--- src/rtl/sphlm_pkg.sv ---
// Package: shared constants and types for the stereo peak-hold level meter.
`timescale 1ns / 1ps
`default_nettype none
package sphlm_pkg;

  localparam int LEVEL_FRAC_BITS = 16;
  localparam int HOLD_BITS_DEF   = 10;

  localparam int FACTOR_FRAC  = 16;
  localparam int SAMPLE_W     = 18;
  localparam int RELEASE_W    = 16;
  localparam int HOLD_TICKS_W = 10;
  localparam int THRESH_W     = 17;
  localparam int CFG_ADDR_W   = 4;
  localparam int CFG_DATA_W   = 32;

  localparam logic [RELEASE_W-1:0]    LEVEL_RELEASE_RST  = 16'd58982;
  localparam logic [RELEASE_W-1:0]    PEAK_RELEASE_RST   = 16'd62259;
  localparam logic [HOLD_TICKS_W-1:0] HOLD_TICKS_RST     = 10'd30;
  localparam logic [THRESH_W-1:0]     IDLE_THRESHOLD_RST = 17'd66;

  typedef enum logic [1:0] {
    REG_LEVEL_RELEASE  = 2'd0,
    REG_PEAK_RELEASE   = 2'd1,
    REG_HOLD_TICKS     = 2'd2,
    REG_IDLE_THRESHOLD = 2'd3
  } reg_idx_t;

endpackage
`default_nettype wire

--- src/rtl/sphlm_in_if.sv ---
// Interface: input tick channel with valid/ready handshake.
`timescale 1ns / 1ps
`default_nettype none
interface sphlm_in_if;
  import sphlm_pkg::*;

  logic                       valid;
  logic                       ready;
  logic                       have;
  logic signed [SAMPLE_W-1:0] sample_left;
  logic signed [SAMPLE_W-1:0] sample_right;

  modport source (output valid, have, sample_left, sample_right, input ready);
  modport sink   (input valid, have, sample_left, sample_right, output ready);
endinterface
`default_nettype wire

--- src/rtl/sphlm_out_if.sv ---
// Interface: result channel with valid/ready handshake.
`timescale 1ns / 1ps
`default_nettype none
interface sphlm_out_if #(
  parameter int VALUE_W = 17
);
  logic               valid;
  logic               ready;
  logic [VALUE_W-1:0] level_left;
  logic [VALUE_W-1:0] peak_left;
  logic [VALUE_W-1:0] level_right;
  logic [VALUE_W-1:0] peak_right;
  logic               active;

  modport source (output valid, level_left, peak_left, level_right, peak_right, active,
                  input ready);
  modport sink   (input valid, level_left, peak_left, level_right, peak_right, active,
                  output ready);
endinterface
`default_nettype wire

--- src/rtl/stereo_peak_hold_level_meter.sv ---
// Top level: stereo peak-hold level meter ballistics with APB configuration.
`timescale 1ns / 1ps
`default_nettype none
// Takes one tick transaction per clock unless a waiting result stalls, and returns
// one result transaction per tick via the input register, then the result register;
// the per-channel decay multiply, attack compare and threshold snap sit between them.
// Throughput is one tick per cycle while results are taken. While a result waits,
// one more tick is taken into the input register if it is empty. Levels and peaks
// are unsigned with LEVEL_FRAC_BITS fraction bits; full scale is 1 << LEVEL_FRAC_BITS.
// Registers are written over APB at byte addresses 0, 4, 8, 12 and read back there.
module stereo_peak_hold_level_meter #(
  parameter int HOLD_BITS = sphlm_pkg::HOLD_BITS_DEF
) (
  input  wire logic                              clk,
  input  wire logic                              rst_n,
  sphlm_in_if.sink                               in_ch,
  sphlm_out_if.source                            out_ch,
  input  wire logic                              cfg_psel,
  input  wire logic                              cfg_penable,
  input  wire logic                              cfg_pwrite,
  input  wire logic [sphlm_pkg::CFG_ADDR_W-1:0]  cfg_paddr,
  input  wire logic [sphlm_pkg::CFG_DATA_W-1:0]  cfg_pwdata,
  output logic      [sphlm_pkg::CFG_DATA_W-1:0]  cfg_prdata,
  output logic                                   cfg_pready
);
  import sphlm_pkg::*;

  localparam int VW = LEVEL_FRAC_BITS + 1;
  localparam int PW = VW + RELEASE_W;
  localparam logic [31:0] FULL_SCALE = 32'd1 << LEVEL_FRAC_BITS;

  // configuration registers
  logic [RELEASE_W-1:0]    level_release_r;
  logic [RELEASE_W-1:0]    peak_release_r;
  logic [HOLD_TICKS_W-1:0] hold_ticks_r;
  logic [THRESH_W-1:0]     idle_threshold_r;

  reg_idx_t cfg_idx;
  logic     cfg_wr;

  assign cfg_pready = 1'b1;
  assign cfg_idx    = reg_idx_t'(cfg_paddr[3:2]);
  assign cfg_wr     = cfg_psel && cfg_penable && cfg_pwrite && cfg_pready;

  always_ff @(posedge clk) begin
    if (!rst_n) begin
      level_release_r  <= LEVEL_RELEASE_RST;
      peak_release_r   <= PEAK_RELEASE_RST;
      hold_ticks_r     <= HOLD_TICKS_RST;
      idle_threshold_r <= IDLE_THRESHOLD_RST;
    end else if (cfg_wr) begin
      unique case (cfg_idx)
        REG_LEVEL_RELEASE:  level_release_r  <= cfg_pwdata[RELEASE_W-1:0];
        REG_PEAK_RELEASE:   peak_release_r   <= cfg_pwdata[RELEASE_W-1:0];
        REG_HOLD_TICKS:     hold_ticks_r     <= cfg_pwdata[HOLD_TICKS_W-1:0];
        REG_IDLE_THRESHOLD: idle_threshold_r <= cfg_pwdata[THRESH_W-1:0];
      endcase
    end
  end

  always_comb begin
    unique case (cfg_idx)
      REG_LEVEL_RELEASE:  cfg_prdata = CFG_DATA_W'(level_release_r);
      REG_PEAK_RELEASE:   cfg_prdata = CFG_DATA_W'(peak_release_r);
      REG_HOLD_TICKS:     cfg_prdata = CFG_DATA_W'(hold_ticks_r);
      REG_IDLE_THRESHOLD: cfg_prdata = CFG_DATA_W'(idle_threshold_r);
    endcase
  end

  // input register
  logic                       s1_valid_r;
  logic                       s1_have_r;
  logic signed [SAMPLE_W-1:0] s1_sample_r [2];
  logic                       out_valid_r;
  logic                       advance;

  assign advance     = s1_valid_r && (!out_valid_r || out_ch.ready);
  assign in_ch.ready = !s1_valid_r || advance;

  always_ff @(posedge clk) begin
    if (!rst_n) begin
      s1_valid_r <= 1'b0;
    end else if (in_ch.ready) begin
      s1_valid_r <= in_ch.valid;
    end
  end

  always_ff @(posedge clk) begin
    if (in_ch.ready && in_ch.valid) begin
      s1_have_r      <= in_ch.have;
      s1_sample_r[0] <= in_ch.sample_left;
      s1_sample_r[1] <= in_ch.sample_right;
    end
  end

  // channel state, index 0 is left, 1 is right
  logic [VW-1:0]        level_r [2];
  logic [VW-1:0]        peak_r  [2];
  logic [HOLD_BITS-1:0] hold_r  [2];
  logic [VW-1:0]        level_nxt [2];
  logic [VW-1:0]        peak_nxt  [2];
  logic [HOLD_BITS-1:0] hold_nxt  [2];

  logic [HOLD_BITS+HOLD_TICKS_W-1:0] reload_ext;
  logic [HOLD_BITS-1:0]              hold_reload;
  logic [PW-1:0]                     lvl_prod [2];
  logic [PW-1:0]                     pk_prod  [2];
  logic [31:0]                       smp_mag  [2];
  logic [VW-1:0]                     smp_clip [2];
  logic                              active_nxt;

  assign reload_ext  = {{HOLD_BITS{1'b0}}, hold_ticks_r};
  assign hold_reload = reload_ext[HOLD_BITS-1:0];

  always_comb begin
    for (int ch = 0; ch < 2; ch++) begin
      lvl_prod[ch] = PW'(level_r[ch]) * PW'(level_release_r);
      pk_prod[ch]  = PW'(peak_r[ch]) * PW'(peak_release_r);
      level_nxt[ch] = lvl_prod[ch][PW-1:FACTOR_FRAC];
      if (hold_r[ch] != '0) begin
        hold_nxt[ch] = hold_r[ch] - HOLD_BITS'(1);
        peak_nxt[ch] = peak_r[ch];
      end else begin
        hold_nxt[ch] = hold_r[ch];
        peak_nxt[ch] = pk_prod[ch][PW-1:FACTOR_FRAC];
      end

      smp_mag[ch] = 32'(s1_sample_r[ch][SAMPLE_W-2:0]);
      if (s1_sample_r[ch][SAMPLE_W-1]) begin
        smp_clip[ch] = '0;
      end else if (smp_mag[ch] > FULL_SCALE) begin
        smp_clip[ch] = FULL_SCALE[VW-1:0];
      end else begin
        smp_clip[ch] = smp_mag[ch][VW-1:0];
      end
      if (s1_have_r && (smp_clip[ch] > level_nxt[ch])) begin
        level_nxt[ch] = smp_clip[ch];
      end

      if (level_nxt[ch] > peak_nxt[ch]) begin
        peak_nxt[ch] = level_nxt[ch];
        hold_nxt[ch] = hold_reload;
      end

      if (32'(level_nxt[ch]) < 32'(idle_threshold_r)) level_nxt[ch] = '0;
      if (32'(peak_nxt[ch]) < 32'(idle_threshold_r))  peak_nxt[ch]  = '0;
    end
    active_nxt = (level_nxt[0] != '0) || (peak_nxt[0] != '0) ||
                 (level_nxt[1] != '0) || (peak_nxt[1] != '0);
  end

  always_ff @(posedge clk) begin
    if (!rst_n) begin
      for (int ch = 0; ch < 2; ch++) begin
        level_r[ch] <= '0;
        peak_r[ch]  <= '0;
        hold_r[ch]  <= '0;
      end
    end else if (advance) begin
      for (int ch = 0; ch < 2; ch++) begin
        level_r[ch] <= level_nxt[ch];
        peak_r[ch]  <= peak_nxt[ch];
        hold_r[ch]  <= hold_nxt[ch];
      end
    end
  end

  // result register
  logic out_active_r;

  always_ff @(posedge clk) begin
    if (!rst_n) begin
      out_valid_r <= 1'b0;
    end else if (advance) begin
      out_valid_r <= 1'b1;
    end else if (out_ch.ready) begin
      out_valid_r <= 1'b0;
    end
  end

  always_ff @(posedge clk) begin
    if (advance) begin
      out_active_r <= active_nxt;
    end
  end

  assign out_ch.valid       = out_valid_r;
  assign out_ch.level_left  = level_r[0];
  assign out_ch.peak_left   = peak_r[0];
  assign out_ch.level_right = level_r[1];
  assign out_ch.peak_right  = peak_r[1];
  assign out_ch.active      = out_active_r;

  // checks
  a_level_under_peak: assert property (@(posedge clk) disable iff (!rst_n)
    (level_r[0] <= peak_r[0]) && (level_r[1] <= peak_r[1]))
    else $error("level above held peak");

  a_full_scale: assert property (@(posedge clk) disable iff (!rst_n)
    (32'(peak_r[0]) <= FULL_SCALE) && (32'(peak_r[1]) <= FULL_SCALE))
    else $error("peak above full scale");

  a_stage_kept: assert property (@(posedge clk) disable iff (!rst_n)
    (s1_valid_r && !advance) |=> s1_valid_r)
    else $error("pending tick dropped");

  a_state_frozen: assert property (@(posedge clk) disable iff (!rst_n)
    !advance |=> ($stable(level_r[0]) && $stable(peak_r[1]) && $stable(hold_r[0])))
    else $error("channel state changed without a tick");

endmodule
`default_nettype wire

--- src/flat_wrapper.sv ---
// flat-port wrapper written by rule: the top's interface ports become plain ports
module stereo_peak_hold_level_meter_flat import sphlm_pkg::*;
#(
  parameter int HOLD_BITS = sphlm_pkg::HOLD_BITS_DEF
)
  (clk, rst_n, cfg_psel, cfg_penable, cfg_pwrite, cfg_paddr, cfg_pwdata, cfg_prdata, cfg_pready, in_ch_valid, in_ch_have, in_ch_sample_left, in_ch_sample_right, in_ch_ready, out_ch_valid, out_ch_level_left, out_ch_peak_left, out_ch_level_right, out_ch_peak_right, out_ch_active, out_ch_ready);
  sphlm_in_if in_ch_i ();
  sphlm_out_if #(.VALUE_W(17)) out_ch_i ();
  input  wire logic clk;
  input  wire logic rst_n;
  input  wire logic cfg_psel;
  input  wire logic cfg_penable;
  input  wire logic cfg_pwrite;
  input  wire logic [sphlm_pkg::CFG_ADDR_W-1:0] cfg_paddr;
  input  wire logic [sphlm_pkg::CFG_DATA_W-1:0] cfg_pwdata;
  output logic      [sphlm_pkg::CFG_DATA_W-1:0] cfg_prdata;
  output logic cfg_pready;
  input wire logic [$bits(in_ch_i.valid)-1:0] in_ch_valid;
  input wire logic [$bits(in_ch_i.have)-1:0] in_ch_have;
  input wire logic [$bits(in_ch_i.sample_left)-1:0] in_ch_sample_left;
  input wire logic [$bits(in_ch_i.sample_right)-1:0] in_ch_sample_right;
  output wire logic [$bits(in_ch_i.ready)-1:0] in_ch_ready;
  output wire logic [$bits(out_ch_i.valid)-1:0] out_ch_valid;
  output wire logic [$bits(out_ch_i.level_left)-1:0] out_ch_level_left;
  output wire logic [$bits(out_ch_i.peak_left)-1:0] out_ch_peak_left;
  output wire logic [$bits(out_ch_i.level_right)-1:0] out_ch_level_right;
  output wire logic [$bits(out_ch_i.peak_right)-1:0] out_ch_peak_right;
  output wire logic [$bits(out_ch_i.active)-1:0] out_ch_active;
  input wire logic [$bits(out_ch_i.ready)-1:0] out_ch_ready;
  assign in_ch_i.valid = in_ch_valid;
  assign in_ch_i.have = in_ch_have;
  assign in_ch_i.sample_left = in_ch_sample_left;
  assign in_ch_i.sample_right = in_ch_sample_right;
  assign in_ch_ready = in_ch_i.ready;
  assign out_ch_valid = out_ch_i.valid;
  assign out_ch_level_left = out_ch_i.level_left;
  assign out_ch_peak_left = out_ch_i.peak_left;
  assign out_ch_level_right = out_ch_i.level_right;
  assign out_ch_peak_right = out_ch_i.peak_right;
  assign out_ch_active = out_ch_i.active;
  assign out_ch_i.ready = out_ch_ready;
  stereo_peak_hold_level_meter #(.HOLD_BITS(HOLD_BITS)) u_core (.clk(clk), .rst_n(rst_n), .in_ch(in_ch_i), .out_ch(out_ch_i), .cfg_psel(cfg_psel), .cfg_penable(cfg_penable), .cfg_pwrite(cfg_pwrite), .cfg_paddr(cfg_paddr), .cfg_pwdata(cfg_pwdata), .cfg_prdata(cfg_prdata), .cfg_pready(cfg_pready));
endmodule
--- config.mk ---
export PLATFORM = sky130hd
export DESIGN_NAME = stereo_peak_hold_level_meter_flat
export DESIGN_NICKNAME = d
export VERILOG_FILES = /design/src/rtl/sphlm_pkg.sv /design/src/rtl/sphlm_in_if.sv /design/src/rtl/sphlm_out_if.sv /design/src/rtl/stereo_peak_hold_level_meter.sv /design/src/flat_wrapper.sv
export SDC_FILE = /design/constraint.sdc
export NUM_CORES = 2
export LEC_CHECK = 0
export ABC_CLOCK_PERIOD_IN_PS = 10900
export BUFFER_PORTS_ARGS = -buffer_cell sky130_fd_sc_hd__buf_2
export CORE_UTILIZATION = 59
export DETAILED_ROUTE_END_ITERATION = 7
export GPL_ROUTABILITY_DRIVEN = 0
export PLACE_DENSITY_LB_ADDON = 0.25
export SYNTH_ARGS = -nofsm -noshare
export SYNTH_HDL_FRONTEND = slang
export SYNTH_SLANG_ARGS = --single-unit
--- constraint.sdc ---
create_clock -name clk -period 10.9 [get_ports clk]
set_clock_uncertainty 0.05 [all_clocks]
set_input_delay 1.09 -clock clk [delete_from_list [all_inputs] [get_ports clk]]
set_output_delay 1.09 -clock clk [all_outputs]
set_load 0.05 [all_outputs]
## Word-level counts from Yosys, hierarchy flattened

Memories as Yosys holds them, arrays and structs flattened.
Cells that the tools add are included.

| word-level totals | value |
|---|---|
| register bits | 63 |
| RAM bits | 124 |
| input port bits | 80 |
| output and inout port bits | 104 |
| logic and storage cells | 95 |
| memories | 4 |

| operators by class | value |
|---|---|
| add/sub/neg operators | 2 |
| $mul | 4 |
| magnitude comparators | 10 |
| equal/unequal tests | 3 |
| multiplexer cells | 33 |
| bitwise logic cells | 6 |
| reduce and logical (&&, ||, !) cells | 25 |

Memories:

| memory | words | width | rd ports | clocked after memory_dff | write ports | line | text |
|---|---|---|---|---|---|---|---|
| u_core.s1_sample_r | 2 | 18 | 2 | 0 | 2 | stereo_peak_hold_level_meter.sv:73 | `logic signed [SAMPLE_W-1:0] s1_sample_r [2];` |
| u_core.level_r | 2 | 17 | 2 | 0 | 2 | stereo_peak_hold_level_meter.sv:97 | `logic [VW-1:0] level_r [2];` |
| u_core.peak_r | 2 | 17 | 2 | 0 | 2 | stereo_peak_hold_level_meter.sv:98 | `logic [VW-1:0] peak_r [2];` |
| u_core.hold_r | 2 | 10 | 2 | 0 | 2 | stereo_peak_hold_level_meter.sv:99 | `logic [HOLD_BITS-1:0] hold_r [2];` |

Operators with widths:

| kind | count |
|---|---|
| 17-bit two-way mux | 18 |
| 17-bit by 16-bit multiplier with 33-bit output | 4 |
| 32-bit one-hot mux with 4 select lines | 1 |
| 17-bit greater-than comparator | 4 |
| 17-bit less-than comparator | 4 |
| 17-bit nonzero test | 4 |
| 10-bit two-way mux | 6 |
| 17-bit greater-than comparator, second input constant | 2 |
| 10-bit nonzero test | 2 |
| 10-bit by 1-bit subtractor with 10-bit output, second input constant | 2 |
| 1-bit two-way mux | 8 |
| 2-bit AND reduction | 4 |
| 1-bit logical AND | 6 |
| 1-bit OR | 6 |
| 1-bit logical OR | 5 |
| 2-bit equality test, second input constant | 2 |
| 2-bit by 1-bit equality test with 1-bit output, second input constant | 1 |
| 1-bit zero test | 2 |
| 2-bit zero test | 1 |
| 2-bit nonzero test | 1 |

## Logic depth before layout (Yosys ltp)

An unclocked memory read counts as a cell.

| depth | value |
|---|---|
| depth after elaboration | 15 |
| mapped depth | 61 |
| mapped depth without buffers | 54 |

## Least setup slack after synthesis

OpenSTA, ideal clock, no wires.

| path | value |
|---|---|
| path type | register to register |
| from | memory u_core.level_r[0][12] (netlist name) |
| to | memory u_core.peak_r[0][13] (netlist name) (data pin) |
| library setup time | 0.264 ns |
| arrival time | 11.930 ns |
| data required time | 10.586 ns |
| setup slack | -1.344 ns |
| cell stages (with the launch flop) | 57 |
| path buffers | 7 |
| clock period less this slack | 12.244 ns |
| cell sequence | edfxtp_1 > clkbuf_1 > nand2_1 > fa_1 > fa_1 > fa_1 > inv_1 > fa_1 > fa_1 > inv_1 > fa_1 > inv_1 > ha_1 > and2_1 > a221o_1 > a21oi_1 > nand3_1 > a21oi_1 > (+21 left out) > clkbuf_1 > nor2_1 > a21oi_1 > ha_1 > a21o_1 > a21o_1 > a21o_1 > a21oi_1 > nor2b_1 > o21ai_0 > nand2b_1 > a21oi_1 > o2bb2ai_1 > a41o_1 > buf_6 > or2_1 > buf_6 > nor2_2 |

RTL lines:

| element | line |
|---|---|
| start, declared | stereo_peak_hold_level_meter.sv:97 |
| end, declared | stereo_peak_hold_level_meter.sv:98 |

==> results by group <==
STA
  – Final Hold Viols: 0
  – Top achievable clock speed: approximately 85 MHz
  – Max_slew headroom: 0.1364
  – Least-Margin Pin Slew: about 1.3 ns
  – Setup WS post-layout: -0.8292 ns
  – Final setup fails: 35
  – Hold WS: 0.4360 ns
  – Setup TNS: -18.67 ns
  – Part of the cycle the worst path needs: 1.076
  – RSZ-0062 raised after global routing: true
  – Minimum clock period: between 10 and 15 ns
  – Final Max Tran Viols: 0

Drt
  – Drc violations: 0
  – First-pass iteration count of the detailed router: 6
  – Detailed Route Iter0 Violations: 3481
  – Routed wire length: 146900 um
  – Length of routed met3 wiring: 14080 um
  – Met2 wire len: slightly below 70000 um
  – Metal-1 WL: between 50000 and 60000 um
  – Top Metal Used: met5
  – Vias per cell: about 5.9
  – Antenna Violating Nets Remaining: 0
  – Routed WL per cell: 20.60 um
  – Total number of vias: between 40k and 50k

Logic synthesis
  – Synthesis Warnings: 0
  – Post-synth EDFFs: 126
  – Flops & latches, synth: between 150 and 200
  – Avg Inst Size Synth: 8.683 sq um
  – Synth Instances: 5498
  – Ys async rst share: 0
  – Netlist cell types: 86
  – Cell area after synthesis: between 40000 and 50000 sq um
  – Register area share after synthesis: 0.1048
  – Most frequently used flop master after synthesis: edfxtp_1

Floorplanning
  – # rows: 103
  – I/O Pins: 184
  – Starting Density: 0.6004
  – Die X-Extent: 286.5 um
  – Core Area: 79520 sq um
  – DIE HEIGHT: roughly 290 um
  – DIE AREA: roughly 82000 sq um

Run status
  – Status: finished, violations left
  – Failing checks: negative setup slack

Setup path
  – Worst setup SP type: register
  – CP delay by family, top: adder cells
  – Arr. time, crit path: 12.04 ns
  – Levels on crit path: 55
  – Most frequent CP cell: inv_1
  – Worst Reg-to-Reg Cells: 55
  – CP Buf/Inv Count: 12
  – Reg2reg start: u_core.level_r[0][5]$_SDFFCE_PN0P_
  – Slowest stage cell on the critical path: edfxtp_1
  – Crit path required time: 11.21 ns
  – CP max FO: 5
  – Reg-to-reg setup timing slack: -0.83 ns
  – Worst Setup SP: u_core.level_r[0][5]$_SDFFCE_PN0P_
  – Setup crit end kind: register
  – Crit-path max cell delay: approximately 0.54 ns
  – Crit path kind: register to register
  – R2R Path End: u_core.peak_r[0][2]$_SDFFCE_PN0P_

Clock network
  – CTS buffer count: 17
  – Clock transition at path regs: ~0.090 ns
  – CTS tree: built
  – Htree depth: 4
  – CTS Root Cell: clkbuf_16
  – Clk sink count: 187
  – CTS Buffer Depth: 2
  – Clk_lat worst skew: about 0.48 ns
  – Hold_buf cts: 0

Worst hold path
  – HP Class: register to register
  – Hold Crit Start: u_core.idle_threshold_r[13]$_SDFFE_PN0P_
  – WHS Endpoint: u_core.idle_threshold_r[13]$_SDFFE_PN0P_
  – WHS Path Cells: 2

Global routing
  – Total GRT Usage: 0.3584
  – Gr ovfl total: 0
  – Global-route wire length before repair: around 230000 um
  – Largest net degree at the start of global routing: 69
  – Number of antenna violations at the first check in global routing: 4
  – Number of global-route vias before repair: 42.93k

Layout
  – Core Util, Final: 0.7159
  – Commonest non-fill, non-tap cell in the layout: inv_1
  – Fill count: ~5.7k
  – Synth-to-Final Area Change: 19.24%
  – Post-Layout Cell Count: 7133
  – Layout cells sized above 1: 0.1960
  – Commonest cells after routing, fill and taps aside: inv_1, nand2_1, fa_1, buf_4, ha_1
  – Multi-input gate area: just under 40000 sq um
  – Storage cell area: 5014 sq um
  – Nets@finish: 7518

Run
  – Max_cap viols: 0

Place
  – Post-detail-place hpwl: 114900 um
  – Port Buffers: 150
  – Placed Instances: between 7k and 8k
==> routing by layer <==
layer / track usage / vias up
met1: 0.4572 / 20740
met5: 0 / -
met3: 0.06129 / 503
met2: 0.5810 / 2164
met4: 0.1981 / 4
li1: - / 18330
==> synth_stat cells, types with 9 or more instances <==
cell	instances	area share
inv_1	1046	0.082
a21oi_1	169	0.018
nor2_1	140	0.011
nand4_1	58	0.0076
nand2b_1	12	0.0016
nand3_1	67	0.0070
a21o_1	81	0.013
o211ai_1	23	0.0036
nor2b_1	32	0.0042
and4_1	14	0.0026
mux2i_1	36	0.0075
edfxtp_1	126	0.079
ha_1	541	0.14
nor3_1	31	0.0032
mux4_2	10	0.0047
o21ai_0	97	0.010
xnor2_1	47	0.0086
and3_1	23	0.0030
buf_1	9	0.00071
mux2_2	9	0.0021
dfxtp_1	61	0.026
and2_1	440	0.058
o31ai_1	10	0.0016
a31oi_1	24	0.0031
nor3b_1	19	0.0030
buf_4	19	0.0030
a211oi_1	42	0.0066
nand2_1	960	0.075
o21a_1	20	0.0031
nor4_1	16	0.0021
or3_1	14	0.0018
xor2_1	31	0.0057
clkbuf_1	252	0.020
a21boi_0	38	0.0060
fa_1	828	0.35
buf_2	13	0.0014
==> how the worst max path moves through the flow <==
stage / to / slack [ns]
global placement: u_core.peak_r[0][10]$_SDFFCE_PN0P_ / -0.54
detailed placement: u_core.peak_r[0][10]$_SDFFCE_PN0P_ / -0.89
CTS: u_core.out_ch.active$_DFFE_PP_ / -0.64
global route: u_core.peak_r[0][2]$_SDFFCE_PN0P_ / -1.09
floorplan: u_core.peak_r[0][13]$_SDFFCE_PN0P_ / -0.44
finish: u_core.peak_r[0][2]$_SDFFCE_PN0P_ / -0.83
==> registers in the layout, summed over array words and instances (netlist names), 10 cells and up <==
signal / cells
u_core.peak_r: 34
u_core.hold_reload: 10
u_core.hold_r: 20
u_core.level_release_r: 16
u_core.s1_sample_r: 36
u_core.idle_threshold_r: 17
u_core.level_r: 34
u_core.peak_release_r: 16
==> worst reg2reg max path, delay by kind of cell, from the launching register on <==
kind,cells,cell delay [ns]
buf+inv,12,1.33
compound gates,20,3.54
fa+ha+maj,10,4.07
xor+xnor,1,0.20
flops,1,0.54
simple gates,12,1.87
==> cell type report <==
type | count | area share
diodes | 1 | 0.00004396
clock buffers | 18 | 0.007561
clock inverters | 14 | 0.002638
inverters | 1046 | 0.06906
multi-input cells | 3983 | 0.6931
flip-flops and latches | 187 | 0.08808
well taps | 1050 | 0.02308
repair buffers | 834 | 0.1164
==> what timing repair did <==
item                                    CTS  global route
endpoints found under the setup margin   35            63
buffers inserted                         58            33
gates cloned                              3             1
resized for setup                       198           149
pin swaps                               110            96
==> metrics by stage <==
| stage | worst slack, ns | cell area (sq um) |
|---|---|---|
| 5_1_grt | -1.094 | 56920 |
| 2_1_floorplan | -0.4389 | 48340 |
| 6_report | -0.8292 | 56920 |
| 3_3_place_gp | -0.5366 | 53970 |
| 3_5_place_dp | -0.8913 | 53970 |
| 4_1_cts | -0.6358 | 55950 |
==> kinds of logic (layout without fill, tap and decap cells) <==
kind of cell	after synthesis	count (layout)	synth area share
and+or+nand+nor	1863	1864	0.1866
other	2	17	0.0001573
adders and majority gates	1369	1369	0.4890
xor gates and xnor gates	78	78	0.01431
buffers and inverters	1343	1912	0.1079
muxes	55	55	0.01439
AOI/OAI and AO/OA	601	601	0.08282
DFF	187	187	0.1048
Power is left out: the tool's default activity adds up to more than one toggle a clock period on the data nets, which glitch-free logic cannot reach.
